$ cat config.mk
export PLATFORM = sky130hd
export DESIGN_NAME = instruction_scoreboard_flat
export DESIGN_NICKNAME = d
export VERILOG_FILES = /design/src/isb_pkg.sv /design/src/isb_if.sv /design/src/instruction_scoreboard.sv /design/src/isb_ctrl.sv /design/src/isb_dp.sv /design/src/flat_wrapper.sv
export SDC_FILE = /design/constraint.sdc
export NUM_CORES = 1
export LEC_CHECK = 0
export BUFFER_PORTS_ARGS = -buffer_cell sky130_fd_sc_hd__buf_2
export CAP_MARGIN = 40
export CELL_PAD_IN_SITES_DETAIL_PLACEMENT = 0
export CELL_PAD_IN_SITES_GLOBAL_PLACEMENT = 1
export CORE_AREA = 8 8 293 295
export DETAILED_ROUTE_END_ITERATION = 7
export DIE_AREA = 0 0 301 303
export PLACE_DENSITY_LB_ADDON = 0.1
export SETUP_SLACK_MARGIN = 0.1
export SLEW_MARGIN = 15
export SYNTH_ARGS = -nofsm -noshare
export SYNTH_HDL_FRONTEND = slang
export SYNTH_HIERARCHICAL = 1
export SYNTH_SLANG_ARGS = --single-unit
$ cat constraint.sdc
create_clock -name clk -period 6.4 [get_ports clk]
set_clock_uncertainty 0.15 [all_clocks]
set_input_delay 0.32 -clock clk [delete_from_list [all_inputs] [get_ports clk]]
set_output_delay 0.32 -clock clk [all_outputs]
set_load 0.02 [all_outputs]
$ cat src/isb_pkg.sv
// ----------------------------------------------------------------------------
// isb_pkg: shared types and constants for the instruction scoreboard
// Request and result codes, instruction kinds, register classes, the
// controller state type and the command/status bundles between the two halves.
// ----------------------------------------------------------------------------
`timescale 1ns / 1ps
`default_nettype none

package isb_pkg;

  localparam int MAX_PER_KIND_DEF = 4;
  localparam int INT_REGS_DEF     = 32;
  localparam int FP_REGS_DEF      = 32;

  localparam int OPC_W      = 2;
  localparam int KIND_W     = 4;
  localparam int REG_W      = 5;
  localparam int UNIT_W     = 4;
  localparam int STAT_W     = 3;
  localparam int CFG_IDX_W  = 2;
  localparam int CFG_DATA_W = 3;

  typedef enum logic [OPC_W-1:0] {
    OP_ISSUE = 2'd0,
    OP_READ  = 2'd1,
    OP_WRITE = 2'd2,
    OP_BAD   = 2'd3
  } opcode_t;

  typedef enum logic [STAT_W-1:0] {
    ST_GRANT     = 3'd0,
    ST_STRUCT    = 3'd1,
    ST_WAW       = 3'd2,
    ST_NOT_READY = 3'd3,
    ST_WAR       = 3'd4,
    ST_BYPASS    = 3'd5
  } status_t;

  localparam logic [KIND_W-1:0] K_CONTROL  = 4'd0;
  localparam logic [KIND_W-1:0] K_INT_MEM  = 4'd1;
  localparam logic [KIND_W-1:0] K_FP_MEM   = 4'd2;
  localparam logic [KIND_W-1:0] K_LOAD_IMM = 4'd3;
  localparam logic [KIND_W-1:0] K_INT_IMM  = 4'd4;
  localparam logic [KIND_W-1:0] K_INT_RR   = 4'd5;
  localparam logic [KIND_W-1:0] K_FP_ADD   = 4'd6;
  localparam logic [KIND_W-1:0] K_FP_MUL   = 4'd7;
  localparam logic [KIND_W-1:0] K_FP_DIV   = 4'd8;

  localparam logic [CFG_IDX_W-1:0] CFG_ADD = 2'd0;
  localparam logic [CFG_IDX_W-1:0] CFG_MUL = 2'd1;
  localparam logic [CFG_IDX_W-1:0] CFG_DIV = 2'd2;

  typedef enum logic [1:0] {
    RT_NONE = 2'd0,
    RT_INT  = 2'd1,
    RT_FP   = 2'd2
  } rtype_t;

  typedef struct packed {
    rtype_t d;
    rtype_t s1;
    rtype_t s2;
  } kind_types_t;

  typedef enum logic [2:0] {
    S_IDLE,
    S_RD_DEST,
    S_RD_S1,
    S_RD_S2,
    S_EXEC
  } state_t;

  typedef enum logic [1:0] {
    RS_DEST,
    RS_S1,
    RS_S2
  } rsel_t;

  typedef struct packed {
    logic  take_req;
    logic  rd_en;
    rsel_t rd_sel;
    logic  cap_dest;
    logic  cap_s1;
    logic  exec;
  } ctl_cmd_t;

  typedef struct packed {
    logic out_busy;
  } dp_stat_t;

  function automatic kind_types_t kind_types(input logic [KIND_W-1:0] k);
    kind_types_t t;
    t = '{d: RT_NONE, s1: RT_NONE, s2: RT_NONE};
    unique case (k)
      K_INT_MEM:  t = '{d: RT_INT, s1: RT_INT, s2: RT_NONE};
      K_FP_MEM:   t = '{d: RT_FP, s1: RT_INT, s2: RT_NONE};
      K_LOAD_IMM: t = '{d: RT_INT, s1: RT_NONE, s2: RT_NONE};
      K_INT_IMM:  t = '{d: RT_INT, s1: RT_INT, s2: RT_NONE};
      K_INT_RR:   t = '{d: RT_INT, s1: RT_INT, s2: RT_INT};
      K_FP_ADD, K_FP_MUL, K_FP_DIV: t = '{d: RT_FP, s1: RT_FP, s2: RT_FP};
      default:    t = '{d: RT_NONE, s1: RT_NONE, s2: RT_NONE};
    endcase
    return t;
  endfunction

  // Register number modulo a file size of at least eight; a few
  // conditional subtracts cover every 5-bit number.
  function automatic logic [5:0] wrap_reg(input logic [REG_W-1:0] r, input int n);
    logic [5:0] v;
    logic [5:0] m;
    v = {1'b0, r};
    m = 6'(n);
    for (int i = 0; i < 4; i++) begin
      if (n < 64 && v >= m) v = v - m;
    end
    return v;
  endfunction

endpackage

`default_nettype wire

$ cat src/isb_if.sv
// ----------------------------------------------------------------------------
// isb_if: channel interfaces of the instruction scoreboard
// Request, result and configuration channels, each with valid/ready.
// ----------------------------------------------------------------------------
`timescale 1ns / 1ps
`default_nettype none

interface isb_in_if;
  logic                          valid;
  logic                          ready;
  logic [isb_pkg::OPC_W-1:0]     opcode;
  logic [isb_pkg::KIND_W-1:0]    instr_kind;
  logic [isb_pkg::REG_W-1:0]     dest_reg;
  logic [isb_pkg::REG_W-1:0]     src_one_reg;
  logic [isb_pkg::REG_W-1:0]     src_two_reg;
  logic [isb_pkg::UNIT_W-1:0]    unit_sel;

  modport source (output valid, opcode, instr_kind, dest_reg, src_one_reg, src_two_reg,
                  unit_sel, input ready);
  modport sink (input valid, opcode, instr_kind, dest_reg, src_one_reg, src_two_reg,
                unit_sel, output ready);
endinterface

interface isb_out_if;
  logic                       valid;
  logic                       ready;
  logic [isb_pkg::STAT_W-1:0] status;
  logic [isb_pkg::UNIT_W-1:0] unit_index;

  modport source (output valid, status, unit_index, input ready);
  modport sink (input valid, status, unit_index, output ready);
endinterface

interface isb_cfg_if;
  logic                           valid;
  logic                           ready;
  logic [isb_pkg::CFG_IDX_W-1:0]  index;
  logic [isb_pkg::CFG_DATA_W-1:0] data;

  modport source (output valid, index, data, input ready);
  modport sink (input valid, index, data, output ready);
endinterface

`default_nettype wire

$ cat src/instruction_scoreboard.sv
// ----------------------------------------------------------------------------
// instruction_scoreboard: scoreboard for dynamic instruction scheduling
// Issue, read-operands and write-result requests against one data unit, one
// integer unit and configurable groups of FP adders, multipliers, dividers.
//
//   channel  role  beat payload
//   in_ch    sink  opcode, instr_kind, dest_reg, src_one_reg, src_two_reg, unit_sel
//   out_ch   src   status, unit_index
//   cfg_ch   sink  index, data (always ready)
//
// Each request is accepted, then the single-port register status memory is read
// three times (destination, first and second source), then a final step updates
// the unit entries and loads the result register.
// A new request is accepted while the previous result still waits on out_ch.
// The last step holds while the result register is full and out_ch stalls.
// rst_n is synchronous; all status entries read as empty right after reset.
// ----------------------------------------------------------------------------
`timescale 1ns / 1ps
`default_nettype none

module instruction_scoreboard #(
  parameter int MAX_PER_KIND = isb_pkg::MAX_PER_KIND_DEF,
  parameter int INT_REGS     = isb_pkg::INT_REGS_DEF,
  parameter int FP_REGS      = isb_pkg::FP_REGS_DEF
) (
  input wire logic clk,
  input wire logic rst_n,
  isb_in_if.sink   in_ch,
  isb_out_if.source out_ch,
  isb_cfg_if.sink  cfg_ch
);

  isb_pkg::ctl_cmd_t cmd;
  isb_pkg::dp_stat_t stat;

  assign cfg_ch.ready = 1'b1;

  isb_ctrl u_ctrl (
    .clk      (clk),
    .rst_n    (rst_n),
    .in_valid (in_ch.valid),
    .in_ready (in_ch.ready),
    .cmd      (cmd),
    .stat     (stat)
  );

  isb_dp #(
    .MAX_PER_KIND (MAX_PER_KIND),
    .INT_REGS     (INT_REGS),
    .FP_REGS      (FP_REGS)
  ) u_dp (
    .clk            (clk),
    .rst_n          (rst_n),
    .cmd            (cmd),
    .stat           (stat),
    .in_opcode      (in_ch.opcode),
    .in_instr_kind  (in_ch.instr_kind),
    .in_dest_reg    (in_ch.dest_reg),
    .in_src_one_reg (in_ch.src_one_reg),
    .in_src_two_reg (in_ch.src_two_reg),
    .in_unit_sel    (in_ch.unit_sel),
    .cfg_we         (cfg_ch.valid),
    .cfg_index      (cfg_ch.index),
    .cfg_data       (cfg_ch.data),
    .out_valid      (out_ch.valid),
    .out_ready      (out_ch.ready),
    .out_status     (out_ch.status),
    .out_unit_index (out_ch.unit_index)
  );

endmodule

`default_nettype wire

$ cat src/isb_ctrl.sv
// ----------------------------------------------------------------------------
// isb_ctrl: request sequencer of the instruction scoreboard
// Takes one request, walks the three register status lookups, then fires the
// update once the result register is free.
// ----------------------------------------------------------------------------
`timescale 1ns / 1ps
`default_nettype none

module isb_ctrl (
  input  wire logic              clk,
  input  wire logic              rst_n,
  input  wire logic              in_valid,
  output logic                   in_ready,
  output isb_pkg::ctl_cmd_t      cmd,
  input  wire isb_pkg::dp_stat_t stat
);

  isb_pkg::state_t state_r, state_nxt;

  always_ff @(posedge clk) begin
    if (!rst_n) begin
      state_r <= isb_pkg::S_IDLE;
    end else begin
      state_r <= state_nxt;
    end
  end

  always_comb begin
    state_nxt    = state_r;
    in_ready     = 1'b0;
    cmd          = '0;
    cmd.rd_sel   = isb_pkg::RS_DEST;
    unique case (state_r)
      isb_pkg::S_IDLE: begin
        in_ready = 1'b1;
        if (in_valid) begin
          cmd.take_req = 1'b1;
          state_nxt    = isb_pkg::S_RD_DEST;
        end
      end
      isb_pkg::S_RD_DEST: begin
        cmd.rd_en  = 1'b1;
        cmd.rd_sel = isb_pkg::RS_DEST;
        state_nxt  = isb_pkg::S_RD_S1;
      end
      isb_pkg::S_RD_S1: begin
        cmd.rd_en    = 1'b1;
        cmd.rd_sel   = isb_pkg::RS_S1;
        cmd.cap_dest = 1'b1;
        state_nxt    = isb_pkg::S_RD_S2;
      end
      isb_pkg::S_RD_S2: begin
        cmd.rd_en  = 1'b1;
        cmd.rd_sel = isb_pkg::RS_S2;
        cmd.cap_s1 = 1'b1;
        state_nxt  = isb_pkg::S_EXEC;
      end
      isb_pkg::S_EXEC: begin
        if (!stat.out_busy) begin
          cmd.exec  = 1'b1;
          state_nxt = isb_pkg::S_IDLE;
        end
      end
      default: state_nxt = isb_pkg::S_IDLE;
    endcase
  end

endmodule

`default_nettype wire

$ cat src/isb_dp.sv
// ----------------------------------------------------------------------------
// isb_dp: datapath of the instruction scoreboard
// Unit entries, the register result status memory, unit count registers,
// hazard checks and the result register.
// ----------------------------------------------------------------------------
`timescale 1ns / 1ps
`default_nettype none

module isb_dp #(
  parameter int MAX_PER_KIND = isb_pkg::MAX_PER_KIND_DEF,
  parameter int INT_REGS     = isb_pkg::INT_REGS_DEF,
  parameter int FP_REGS      = isb_pkg::FP_REGS_DEF
) (
  input  wire logic                              clk,
  input  wire logic                              rst_n,
  input  wire isb_pkg::ctl_cmd_t                 cmd,
  output isb_pkg::dp_stat_t                      stat,
  input  wire logic [isb_pkg::OPC_W-1:0]         in_opcode,
  input  wire logic [isb_pkg::KIND_W-1:0]        in_instr_kind,
  input  wire logic [isb_pkg::REG_W-1:0]         in_dest_reg,
  input  wire logic [isb_pkg::REG_W-1:0]         in_src_one_reg,
  input  wire logic [isb_pkg::REG_W-1:0]         in_src_two_reg,
  input  wire logic [isb_pkg::UNIT_W-1:0]        in_unit_sel,
  input  wire logic                              cfg_we,
  input  wire logic [isb_pkg::CFG_IDX_W-1:0]     cfg_index,
  input  wire logic [isb_pkg::CFG_DATA_W-1:0]    cfg_data,
  output logic                                   out_valid,
  input  wire logic                              out_ready,
  output logic [isb_pkg::STAT_W-1:0]             out_status,
  output logic [isb_pkg::UNIT_W-1:0]             out_unit_index
);

  localparam int NUM_UNITS = 2 + 3 * MAX_PER_KIND;
  localparam int UIW       = $clog2(NUM_UNITS);
  localparam int WW        = $clog2(NUM_UNITS + 1);
  localparam int MAXR      = (INT_REGS > FP_REGS) ? INT_REGS : FP_REGS;
  localparam int RW        = $clog2(MAXR);
  localparam int TDEPTH    = INT_REGS + FP_REGS;
  localparam int AW        = $clog2(TDEPTH);
  localparam int CW        = $clog2(MAX_PER_KIND + 1);

  // Request register.
  logic [isb_pkg::OPC_W-1:0]  req_op_r;
  logic [isb_pkg::KIND_W-1:0] req_kind_r;
  logic [isb_pkg::REG_W-1:0]  req_dest_r, req_s1_r, req_s2_r;
  logic [isb_pkg::UNIT_W-1:0] req_sel_r;

  // Unit entries.
  logic [NUM_UNITS-1:0]      busy_r;
  logic [isb_pkg::KIND_W-1:0] class_r [NUM_UNITS];
  logic [RW-1:0]             dest_r  [NUM_UNITS];
  logic [RW-1:0]             src1_r  [NUM_UNITS];
  logic [RW-1:0]             src2_r  [NUM_UNITS];
  logic [WW-1:0]             prod1_r [NUM_UNITS];
  logic [WW-1:0]             prod2_r [NUM_UNITS];
  logic [NUM_UNITS-1:0]      rdy1_r, rdy2_r;

  // Register result status: integer file first, FP file above it.
  logic [WW-1:0]     wr_mem [TDEPTH];
  logic [TDEPTH-1:0] wr_vld_r;
  logic [WW-1:0]     rdata_r;
  logic              rvld_r;
  logic [WW-1:0]     rd_val;
  logic [WW-1:0]     w_dest_r, w_s1_r;

  logic [CW-1:0] add_cnt_r, mul_cnt_r, div_cnt_r;

  logic                       out_valid_r, out_valid_nxt;
  logic [isb_pkg::STAT_W-1:0] out_status_r;
  logic [isb_pkg::UNIT_W-1:0] out_unit_r;

  isb_pkg::kind_types_t kt, ukt;
  logic [RW-1:0]        dest_w, s1_w, s2_w;
  logic [31:0]          sel_ext;
  logic                 sel_ok;
  logic [UIW-1:0]       sel_idx;
  logic [WW-1:0]        sel_tag;
  logic [AW-1:0]        rd_addr;
  logic [UIW:0]         base_u, lim_u;
  logic [NUM_UNITS-1:0] cand;
  logic                 found;
  logic [UIW-1:0]       fu;
  logic [31:0]          fu_ext;
  logic                 war;

  isb_pkg::status_t           res_st;
  logic [isb_pkg::UNIT_W-1:0] res_unit;
  logic                       do_fill, do_rd_clr, do_wr_done, mem_we;
  logic [AW-1:0]              wr_addr;
  logic [WW-1:0]              wr_data;
  logic [WW-1:0]              fill_p1, fill_p2;

  function automatic logic [AW-1:0] tab_addr(input isb_pkg::rtype_t t,
                                              input logic [RW-1:0] r);
    logic [AW-1:0] a;
    a = AW'(r);
    if (t == isb_pkg::RT_FP) a = AW'(INT_REGS) + AW'(r);
    return a;
  endfunction

  function automatic logic [CW-1:0] clamp_cnt(input logic [isb_pkg::CFG_DATA_W-1:0] v);
    logic [3:0] x;
    x = {1'b0, v};
    if (x == 4'd0) x = 4'd1;
    if (x > 4'(MAX_PER_KIND)) x = 4'(MAX_PER_KIND);
    return CW'(x);
  endfunction

  always_ff @(posedge clk) begin
    if (cmd.take_req) begin
      req_op_r   <= in_opcode;
      req_kind_r <= in_instr_kind;
      req_dest_r <= in_dest_reg;
      req_s1_r   <= in_src_one_reg;
      req_s2_r   <= in_src_two_reg;
      req_sel_r  <= in_unit_sel;
    end
  end

  always_comb begin
    kt      = isb_pkg::kind_types(req_kind_r);
    dest_w  = RW'(isb_pkg::wrap_reg(req_dest_r, (kt.d == isb_pkg::RT_FP) ? FP_REGS : INT_REGS));
    s1_w    = RW'(isb_pkg::wrap_reg(req_s1_r, (kt.s1 == isb_pkg::RT_FP) ? FP_REGS : INT_REGS));
    s2_w    = RW'(isb_pkg::wrap_reg(req_s2_r, (kt.s2 == isb_pkg::RT_FP) ? FP_REGS : INT_REGS));
    sel_ext = 32'(req_sel_r);
    sel_ok  = sel_ext < 32'(NUM_UNITS);
    sel_idx = sel_ok ? sel_ext[UIW-1:0] : '0;
    sel_tag = WW'(sel_idx) + WW'(1);
    ukt     = isb_pkg::kind_types(class_r[sel_idx]);
  end

  always_comb begin
    unique case (cmd.rd_sel)
      isb_pkg::RS_S1: rd_addr = tab_addr(kt.s1, s1_w);
      isb_pkg::RS_S2: rd_addr = tab_addr(kt.s2, s2_w);
      default: begin
        if (req_op_r == isb_pkg::OP_WRITE) rd_addr = tab_addr(ukt.d, dest_r[sel_idx]);
        else rd_addr = tab_addr(kt.d, dest_w);
      end
    endcase
  end

  always_ff @(posedge clk) begin
    if (cmd.rd_en) begin
      rdata_r <= wr_mem[rd_addr];
      rvld_r  <= wr_vld_r[rd_addr];
    end
    if (mem_we) begin
      wr_mem[wr_addr] <= wr_data;
    end
  end

  assign rd_val = rvld_r ? rdata_r : '0;

  always_ff @(posedge clk) begin
    if (cmd.cap_dest) w_dest_r <= rd_val;
    if (cmd.cap_s1)   w_s1_r   <= rd_val;
  end

  // Lowest free unit of the requested kind in the packed layout.
  always_comb begin
    if (req_kind_r <= isb_pkg::K_FP_MEM) begin
      base_u = '0;
      lim_u  = (UIW+1)'(1);
    end else if (req_kind_r <= isb_pkg::K_INT_RR) begin
      base_u = (UIW+1)'(1);
      lim_u  = (UIW+1)'(2);
    end else if (req_kind_r == isb_pkg::K_FP_ADD) begin
      base_u = (UIW+1)'(2);
      lim_u  = (UIW+1)'(2) + (UIW+1)'(add_cnt_r);
    end else if (req_kind_r == isb_pkg::K_FP_MUL) begin
      base_u = (UIW+1)'(2) + (UIW+1)'(add_cnt_r);
      lim_u  = base_u + (UIW+1)'(mul_cnt_r);
    end else begin
      base_u = (UIW+1)'(2) + (UIW+1)'(add_cnt_r) + (UIW+1)'(mul_cnt_r);
      lim_u  = base_u + (UIW+1)'(div_cnt_r);
    end
    for (int c = 0; c < NUM_UNITS; c++) begin
      cand[c] = !busy_r[c] && ((UIW+1)'(c) >= base_u) && ((UIW+1)'(c) < lim_u);
    end
    found = 1'b0;
    fu    = '0;
    for (int c = NUM_UNITS - 1; c >= 0; c--) begin
      if (cand[c]) begin
        found = 1'b1;
        fu    = UIW'(c);
      end
    end
    fu_ext = 32'(fu);
  end

  // A busy unit that still has to read the old value of our destination.
  always_comb begin
    isb_pkg::kind_types_t fkt;
    war = 1'b0;
    for (int f = 0; f < NUM_UNITS; f++) begin
      fkt = isb_pkg::kind_types(class_r[f]);
      if (UIW'(f) != sel_idx && busy_r[f] && ukt.d != isb_pkg::RT_NONE) begin
        if ((fkt.s1 == ukt.d && src1_r[f] == dest_r[sel_idx] && rdy1_r[f]) ||
            (fkt.s2 == ukt.d && src2_r[f] == dest_r[sel_idx] && rdy2_r[f])) begin
          war = 1'b1;
        end
      end
    end
  end

  always_comb begin
    res_st     = isb_pkg::ST_NOT_READY;
    res_unit   = '0;
    do_fill    = 1'b0;
    do_rd_clr  = 1'b0;
    do_wr_done = 1'b0;
    mem_we     = 1'b0;
    wr_addr    = tab_addr(kt.d, dest_w);
    wr_data    = WW'(fu) + WW'(1);
    fill_p1    = (kt.s1 != isb_pkg::RT_NONE) ? w_s1_r : '0;
    fill_p2    = (kt.s2 != isb_pkg::RT_NONE) ? rd_val : '0;
    unique case (req_op_r)
      isb_pkg::OP_ISSUE: begin
        if (req_kind_r == isb_pkg::K_CONTROL) begin
          res_st = isb_pkg::ST_BYPASS;
        end else if (kt.d == isb_pkg::RT_NONE) begin
          res_st = isb_pkg::ST_STRUCT;
        end else if (w_dest_r != '0) begin
          res_st = isb_pkg::ST_WAW;
        end else if (!found) begin
          res_st = isb_pkg::ST_STRUCT;
        end else begin
          res_st   = isb_pkg::ST_GRANT;
          res_unit = fu_ext[isb_pkg::UNIT_W-1:0];
          do_fill  = cmd.exec;
          mem_we   = cmd.exec;
        end
      end
      isb_pkg::OP_READ: begin
        res_unit = req_sel_r;
        if (req_kind_r == isb_pkg::K_CONTROL) begin
          res_st = isb_pkg::ST_BYPASS;
        end else if (sel_ok && busy_r[sel_idx] && rdy1_r[sel_idx] && rdy2_r[sel_idx]) begin
          res_st    = isb_pkg::ST_GRANT;
          do_rd_clr = cmd.exec;
        end
      end
      isb_pkg::OP_WRITE: begin
        res_unit = req_sel_r;
        if (req_kind_r == isb_pkg::K_CONTROL) begin
          res_st = isb_pkg::ST_BYPASS;
        end else if (!sel_ok || !busy_r[sel_idx]) begin
          res_st = isb_pkg::ST_NOT_READY;
        end else if (war) begin
          res_st = isb_pkg::ST_WAR;
        end else begin
          res_st     = isb_pkg::ST_GRANT;
          do_wr_done = cmd.exec;
          wr_addr    = tab_addr(ukt.d, dest_r[sel_idx]);
          wr_data    = '0;
          mem_we     = cmd.exec && ukt.d != isb_pkg::RT_NONE && w_dest_r == sel_tag;
        end
      end
      default: begin
        res_st = isb_pkg::ST_NOT_READY;
      end
    endcase
  end

  always_ff @(posedge clk) begin
    if (!rst_n) begin
      busy_r      <= '0;
      wr_vld_r    <= '0;
      add_cnt_r   <= CW'(1);
      mul_cnt_r   <= CW'(1);
      div_cnt_r   <= CW'(1);
      out_valid_r <= 1'b0;
    end else begin
      out_valid_r <= out_valid_nxt;
      if (mem_we) wr_vld_r[wr_addr] <= 1'b1;
      if (do_fill) busy_r[fu] <= 1'b1;
      if (do_wr_done) busy_r[sel_idx] <= 1'b0;
      if (cfg_we) begin
        if (cfg_index == isb_pkg::CFG_ADD) add_cnt_r <= clamp_cnt(cfg_data);
        if (cfg_index == isb_pkg::CFG_MUL) mul_cnt_r <= clamp_cnt(cfg_data);
        if (cfg_index == isb_pkg::CFG_DIV) div_cnt_r <= clamp_cnt(cfg_data);
      end
    end
  end

  always_ff @(posedge clk) begin
    if (do_fill) begin
      class_r[fu] <= req_kind_r;
      dest_r[fu]  <= dest_w;
      src1_r[fu]  <= (kt.s1 != isb_pkg::RT_NONE) ? s1_w : '0;
      src2_r[fu]  <= (kt.s2 != isb_pkg::RT_NONE) ? s2_w : '0;
      prod1_r[fu] <= fill_p1;
      prod2_r[fu] <= fill_p2;
      rdy1_r[fu]  <= (fill_p1 == '0);
      rdy2_r[fu]  <= (fill_p2 == '0);
    end
    if (do_rd_clr) begin
      rdy1_r[sel_idx]  <= 1'b0;
      rdy2_r[sel_idx]  <= 1'b0;
      prod1_r[sel_idx] <= '0;
      prod2_r[sel_idx] <= '0;
    end
    if (do_wr_done) begin
      for (int f = 0; f < NUM_UNITS; f++) begin
        if (UIW'(f) != sel_idx && busy_r[f]) begin
          if (prod1_r[f] == sel_tag) rdy1_r[f] <= 1'b1;
          if (prod2_r[f] == sel_tag) rdy2_r[f] <= 1'b1;
        end
      end
    end
    if (cmd.exec) begin
      out_status_r <= res_st;
      out_unit_r   <= res_unit;
    end
  end

  always_comb begin
    out_valid_nxt = out_valid_r && !out_ready;
    if (cmd.exec) out_valid_nxt = 1'b1;
  end

  assign stat.out_busy  = out_valid_r && !out_ready;
  assign out_valid      = out_valid_r;
  assign out_status     = out_status_r;
  assign out_unit_index = out_unit_r;

`ifndef SYNTHESIS
  a_result_from_exec: assert property (@(posedge clk) disable iff (!rst_n)
    $rose(out_valid_r) |-> $past(cmd.exec))
    else $error("result beat appeared without an update");

  a_no_overwrite: assert property (@(posedge clk) disable iff (!rst_n)
    cmd.exec |-> !(out_valid_r && !out_ready))
    else $error("update fired while a result beat was still held");

  a_counts_in_range: assert property (@(posedge clk) disable iff (!rst_n)
    (add_cnt_r != '0) && (mul_cnt_r != '0) && (div_cnt_r != '0) &&
    (add_cnt_r <= CW'(MAX_PER_KIND)) && (mul_cnt_r <= CW'(MAX_PER_KIND)) &&
    (div_cnt_r <= CW'(MAX_PER_KIND)))
    else $error("unit count register out of range");

  a_fill_free_unit: assert property (@(posedge clk) disable iff (!rst_n)
    do_fill |-> !busy_r[fu] ##1 busy_r[$past(fu)])
    else $error("issue picked a busy unit or failed to mark it busy");
`endif

endmodule

`default_nettype wire

$ cat src/flat_wrapper.sv
// flat-port wrapper written by rule: the top's interface ports become plain ports
module instruction_scoreboard_flat 
#(
  parameter int MAX_PER_KIND = isb_pkg::MAX_PER_KIND_DEF,
  parameter int INT_REGS     = isb_pkg::INT_REGS_DEF,
  parameter int FP_REGS      = isb_pkg::FP_REGS_DEF
)
  (clk, rst_n, in_ch_valid, in_ch_opcode, in_ch_instr_kind, in_ch_dest_reg, in_ch_src_one_reg, in_ch_src_two_reg, in_ch_unit_sel, in_ch_ready, out_ch_valid, out_ch_status, out_ch_unit_index, out_ch_ready, cfg_ch_valid, cfg_ch_index, cfg_ch_data, cfg_ch_ready);
  isb_in_if in_ch_i ();
  isb_out_if out_ch_i ();
  isb_cfg_if cfg_ch_i ();
  input wire logic clk;
  input wire logic rst_n;
  input wire logic [$bits(in_ch_i.valid)-1:0] in_ch_valid;
  input wire logic [$bits(in_ch_i.opcode)-1:0] in_ch_opcode;
  input wire logic [$bits(in_ch_i.instr_kind)-1:0] in_ch_instr_kind;
  input wire logic [$bits(in_ch_i.dest_reg)-1:0] in_ch_dest_reg;
  input wire logic [$bits(in_ch_i.src_one_reg)-1:0] in_ch_src_one_reg;
  input wire logic [$bits(in_ch_i.src_two_reg)-1:0] in_ch_src_two_reg;
  input wire logic [$bits(in_ch_i.unit_sel)-1:0] in_ch_unit_sel;
  output wire logic [$bits(in_ch_i.ready)-1:0] in_ch_ready;
  output wire logic [$bits(out_ch_i.valid)-1:0] out_ch_valid;
  output wire logic [$bits(out_ch_i.status)-1:0] out_ch_status;
  output wire logic [$bits(out_ch_i.unit_index)-1:0] out_ch_unit_index;
  input wire logic [$bits(out_ch_i.ready)-1:0] out_ch_ready;
  input wire logic [$bits(cfg_ch_i.valid)-1:0] cfg_ch_valid;
  input wire logic [$bits(cfg_ch_i.index)-1:0] cfg_ch_index;
  input wire logic [$bits(cfg_ch_i.data)-1:0] cfg_ch_data;
  output wire logic [$bits(cfg_ch_i.ready)-1:0] cfg_ch_ready;
  assign in_ch_i.valid = in_ch_valid;
  assign in_ch_i.opcode = in_ch_opcode;
  assign in_ch_i.instr_kind = in_ch_instr_kind;
  assign in_ch_i.dest_reg = in_ch_dest_reg;
  assign in_ch_i.src_one_reg = in_ch_src_one_reg;
  assign in_ch_i.src_two_reg = in_ch_src_two_reg;
  assign in_ch_i.unit_sel = in_ch_unit_sel;
  assign in_ch_ready = in_ch_i.ready;
  assign out_ch_valid = out_ch_i.valid;
  assign out_ch_status = out_ch_i.status;
  assign out_ch_unit_index = out_ch_i.unit_index;
  assign out_ch_i.ready = out_ch_ready;
  assign cfg_ch_i.valid = cfg_ch_valid;
  assign cfg_ch_i.index = cfg_ch_index;
  assign cfg_ch_i.data = cfg_ch_data;
  assign cfg_ch_ready = cfg_ch_i.ready;
  instruction_scoreboard #(.MAX_PER_KIND(MAX_PER_KIND), .INT_REGS(INT_REGS), .FP_REGS(FP_REGS)) u_core (.clk(clk), .rst_n(rst_n), .in_ch(in_ch_i), .out_ch(out_ch_i), .cfg_ch(cfg_ch_i));
endmodule
==> flow_summary_export.csv <==
group,metric,value,unit
run_status,outcome,"finished clean",
synthesis,synthAdderAreaFrac,1.66,%
critical_path,cp_max_fo,18,
power_and_ir_drop,power_leakage,0.0148,µW
synthesis,synth_xor_area_share,6.48,%
drt,ant_nets,0,
synthesis,synth_area,0.0378,mm²
job,drv_cap,0,
drt,route.detailed.drc,0,
die,die_h,303,µm
die,io_pins,45,
critical_path,path_buf_inv,4,
layout,fin_util,53.6,%
die,die_x,301,µm
synthesis,synthSimpleGateAreaFrac,12.3,%
critical_path,required,6.55,ns
synthesis,ys.flop_type,"edfxtp_1",
global_route,grt_pass1_wl,166000,µm
die,core_area,0.0812,mm²
power_and_ir_drop,peakVddDrop,0.000362,V
sta,slew_viol_final,0,
global_route,grt_max_degree,161,
clock_tree,clockRootBuffer,"clkbuf_16",
placement,portBuffers,43,
layout,seq_area,0.0229,mm²
synthesis,avgSynthCellArea,12.2,µm²
sta,fin_crit,5.97,ns
hold_path,hold_path_class,"input port to register",
sta,maxSlewHeadroom,38.9,%
sta,final-hold-violation-count,0,
power_and_ir_drop,power_frac_comb,20.4,%
clock_tree,clock_latency,0.64,ns
synthesis,seq_area_frac_synth,60.5,%
die,initial_core_util,46.6,%
synthesis,synthArstFlopShare,0,%
layout,multiInputGateArea,0.0140,mm²
synthesis,synthCells,3095,
synthesis,synth-edff-count,679,
drt,drtPass1Iterations,5,
power_and_ir_drop,power_switching,4050,µW
sta,setup_viol_count_final,0,
drt,avgViaCountPerCell,5.86,
sta,rsz0062_at_grt,"false",
synthesis,synth_compound_area_share,13.1,%
sta,setup_tns,0,ns
layout,diodes,0,
critical_path,cp-end-kind,"register",
sta,timing.fmax,168,MHz
power_and_ir_drop,p_int,9870,µW
synthesis,synth_mux_area_share,3.01,%
critical_path,crit_path_frequent_cell,"buf_12",
power_and_ir_drop,clkPwrFrac,35.9,%
clock_tree,htree_levels,3,
drt,vias,25702,
critical_path,path_cells,"buf_12 > buf_12 > mux2i_1 > a22oi_1 > nand4_2 > buf_12 > xnor2_1 > nor4_2 > nand3_1 > o2111a_1 > a2111oi_0 > nor4_1 > nand3_2 > nor2_2 > or4b_4 > a2bb2oi_4 > buf_12 > nor2b_1",
placement,place_ws,0.280,ns
global_route,grt_pass1_vias,25663,
clock_tree,clkSinkCount,803,
critical_path,crit_type,"register to register",
power_and_ir_drop,power_frac_seq,43.7,%
clock_tree,clkTransAtPathRegs,0.06,ns
layout,area_growth,15.0,%
sta,worstMarginPinSlew,0.916,ns
critical_path,cp.arrival,6.11,ns
layout,nNetsFinal,3327,
clock_tree,cts-buffers-inserted,89,
synthesis,ys_warn_count,6,
power_and_ir_drop,swShare,29.1,%
synthesis,synth_seq_cells,803,
sta,post-route-period-util,93.3,%
critical_path,critPathLaunchType,"register",
clock_tree,ctsLongestPathBuffers,3,
layout,final-instance-count-excl-fill,4383,
layout,fill_cells,6969,
global_route,grt_remaining_overflow,0,
sta,fin_hold_ws,0.0809,ns
die,dieArea,0.0912,mm²
critical_path,crit_slowest_cell,"or4b_4",
drt,post_drt_wl_per_cell,25.5,µm
die,rows,105,
critical_path,critPathMaxStageDelay,0.61,ns
global_route,antenna_found_initial,3,
placement,gp_congestion,0.914,
drt,wl,112000,µm
critical_path,critical_path.top_delay_family,"simple AND/OR/NAND/NOR gates",
layout,final_cell_mix,"edfxtp_1 (679), nand2_1 (334), nor2_1 (165)",
layout,drive_gt1_share,13.5,%
synthesis,synth_top_family_by_area,"compound AO/OA/AOI/OAI gates",
drt,first_iter_violations,2033,
global_route,track_usage,24.1,%
layout,final_common_cell,"edfxtp_1",
clock_tree,tritoncts,"built",
placement,hpwlAfterDp,77500,µm
synthesis,synth.distinct_cells,103,
placement,dp_cells,4177,
sta,setup_ws,0.431,ns
power_and_ir_drop,power_density,320,mW/mm²
synthesis,syn_nets,3179,
[final cells by class]
cell class / instances / area share [%]
flip-flops and latches: 803 / 52.6
multi-input cells: 2049 / 32.2
repair buffers: 243 / 5.09
inverters: 57 / 0.492
well taps: 1070 / 3.08
clock buffers: 117 / 5.58
clock inverters: 44 / 0.990
[state kept, by name, indices dropped and copies added, names as in the netlist, 4 cells and up]
name                        flops
u_core/u_dp/busy_r             14
u_core/u_dp/class_r            56
u_core/u_dp/dest_r             70
u_core/u_dp/kt                  5
u_core/u_dp/out_unit_index      4
u_core/u_dp/prod1_r            56
u_core/u_dp/prod2_r            56
u_core/u_dp/rdata_r             4
u_core/u_dp/rdy1_r             14
u_core/u_dp/rdy2_r             14
u_core/u_dp/req_dest_r          5
u_core/u_dp/req_kind_r          4
u_core/u_dp/req_s1_r            5
u_core/u_dp/req_s2_r            5
u_core/u_dp/req_sel_r           4
u_core/u_dp/src1_r             70
u_core/u_dp/src2_r             70
u_core/u_dp/w_dest_r            4
u_core/u_dp/w_s1_r              4
u_core/u_dp/wr_mem            256
u_core/u_dp/wr_vld_r           64
[layer usage]
| layer | share of wire [%] | global-route usage, % |
|---|---|---|
| met1 | 43 | 31.4 |
| met2 | 50 | 41.8 |
| met3 | 4.3 | 2.72 |
| met4 | 3.1 | 7.94 |
| met5 | 0 | 0 |
[kinds of logic (layout without fill, tap and decap cells)]
family / count (synthesis) / count (layout)
compound gates: 686 / 686
xor+xnor: 280 / 280
fa+ha+maj: 49 / 49
buf+inv: 243 / 461
flops: 803 / 803
mux: 109 / 109
other cells: 1 / 1
simple gates: 924 / 924
[power groups by stage]
stage	combinational, µW	clock (µW)	sequential, µW
floorplan	1660	0	6190
global placement	2750	0	6200
detailed placement	2800	0	6200
CTS	2830	5120	6090
global route	3070	5320	6090
finish	2840	5000	6080
[repair_timing]
action,4_1_cts,5_1_grt
endpoints found under the hold margin,39,0
setup buffers,0,5
hold buffers,38,0
endpoints found under the setup margin,0,426
gates resized for setup,0,10
[worst reg2reg max path: cells and delay by family, from the launching register on]
kind	cells	cell delay, ns
AOI/OAI and AO/OA	4	1.23
xor gates and xnor gates	1	0.14
buffers and inverters	4	0.96
DFF	1	0.54
muxes	1	0.18
and+or+nand+nor	8	2.44
[metrics by stage]
| step | total power [µW] | cell area, µm² |
|---|---|---|
| detailed placement | 9000 | 40100 |
| global route | 14500 | 43500 |
| finish | 13900 | 43500 |
| global placement | 8950 | 39900 |
| CTS | 14000 | 43400 |
| floorplan | 7850 | 37800 |
[worst paths after layout]
kind,cells past startpoint,startpoint,endpoint,slack [ns]
setup / recovery,18,u_core/u_dp/req_sel_r[0],u_core/u_dp/wr_mem[38][3],0.43
hold / removal,3,rst_n,u_core/u_dp/wr_vld_r[27],0.08
setup reg to reg,18,u_core/u_dp/req_sel_r[0],u_core/u_dp/wr_mem[38][3],0.43
hold reg to reg,2,u_core/u_dp/wr_vld_r[5],u_core/u_dp/wr_vld_r[5],0.30
[synth_stat cells, types with 16 or more instances]
| cell type | number | share of area, % |
|---|---|---|
| a211oi_1 | 129 | 2.6 |
| a21o_1 | 22 | 0.44 |
| a21oi_1 | 98 | 1.3 |
| a22o_1 | 27 | 0.63 |
| a22oi_1 | 29 | 0.58 |
| a311oi_1 | 44 | 1.0 |
| a31oi_1 | 65 | 1.1 |
| and2_1 | 95 | 1.6 |
| buf_2 | 20 | 0.26 |
| clkbuf_1 | 128 | 1.3 |
| dfxtp_1 | 124 | 6.6 |
| edfxtp_1 | 679 | 54 |
| ha_1 | 47 | 1.6 |
| inv_1 | 57 | 0.57 |
| mux2_2 | 24 | 0.71 |
| mux2i_1 | 81 | 2.1 |
| nand2_1 | 335 | 3.3 |
| nand2b_1 | 22 | 0.36 |
| nand3_1 | 34 | 0.45 |
| nand3b_1 | 16 | 0.32 |
| nand4_1 | 37 | 0.61 |
| nor2_1 | 177 | 1.8 |
| nor2b_1 | 57 | 0.94 |
| nor3_1 | 26 | 0.34 |
| nor4_1 | 30 | 0.50 |
| o21ai_0 | 84 | 1.1 |
| o21ai_1 | 20 | 0.26 |
| o31ai_1 | 36 | 0.71 |
| xnor2_1 | 147 | 3.4 |
| xor2_1 | 133 | 3.1 |
(Power assumes the default switching activity.)
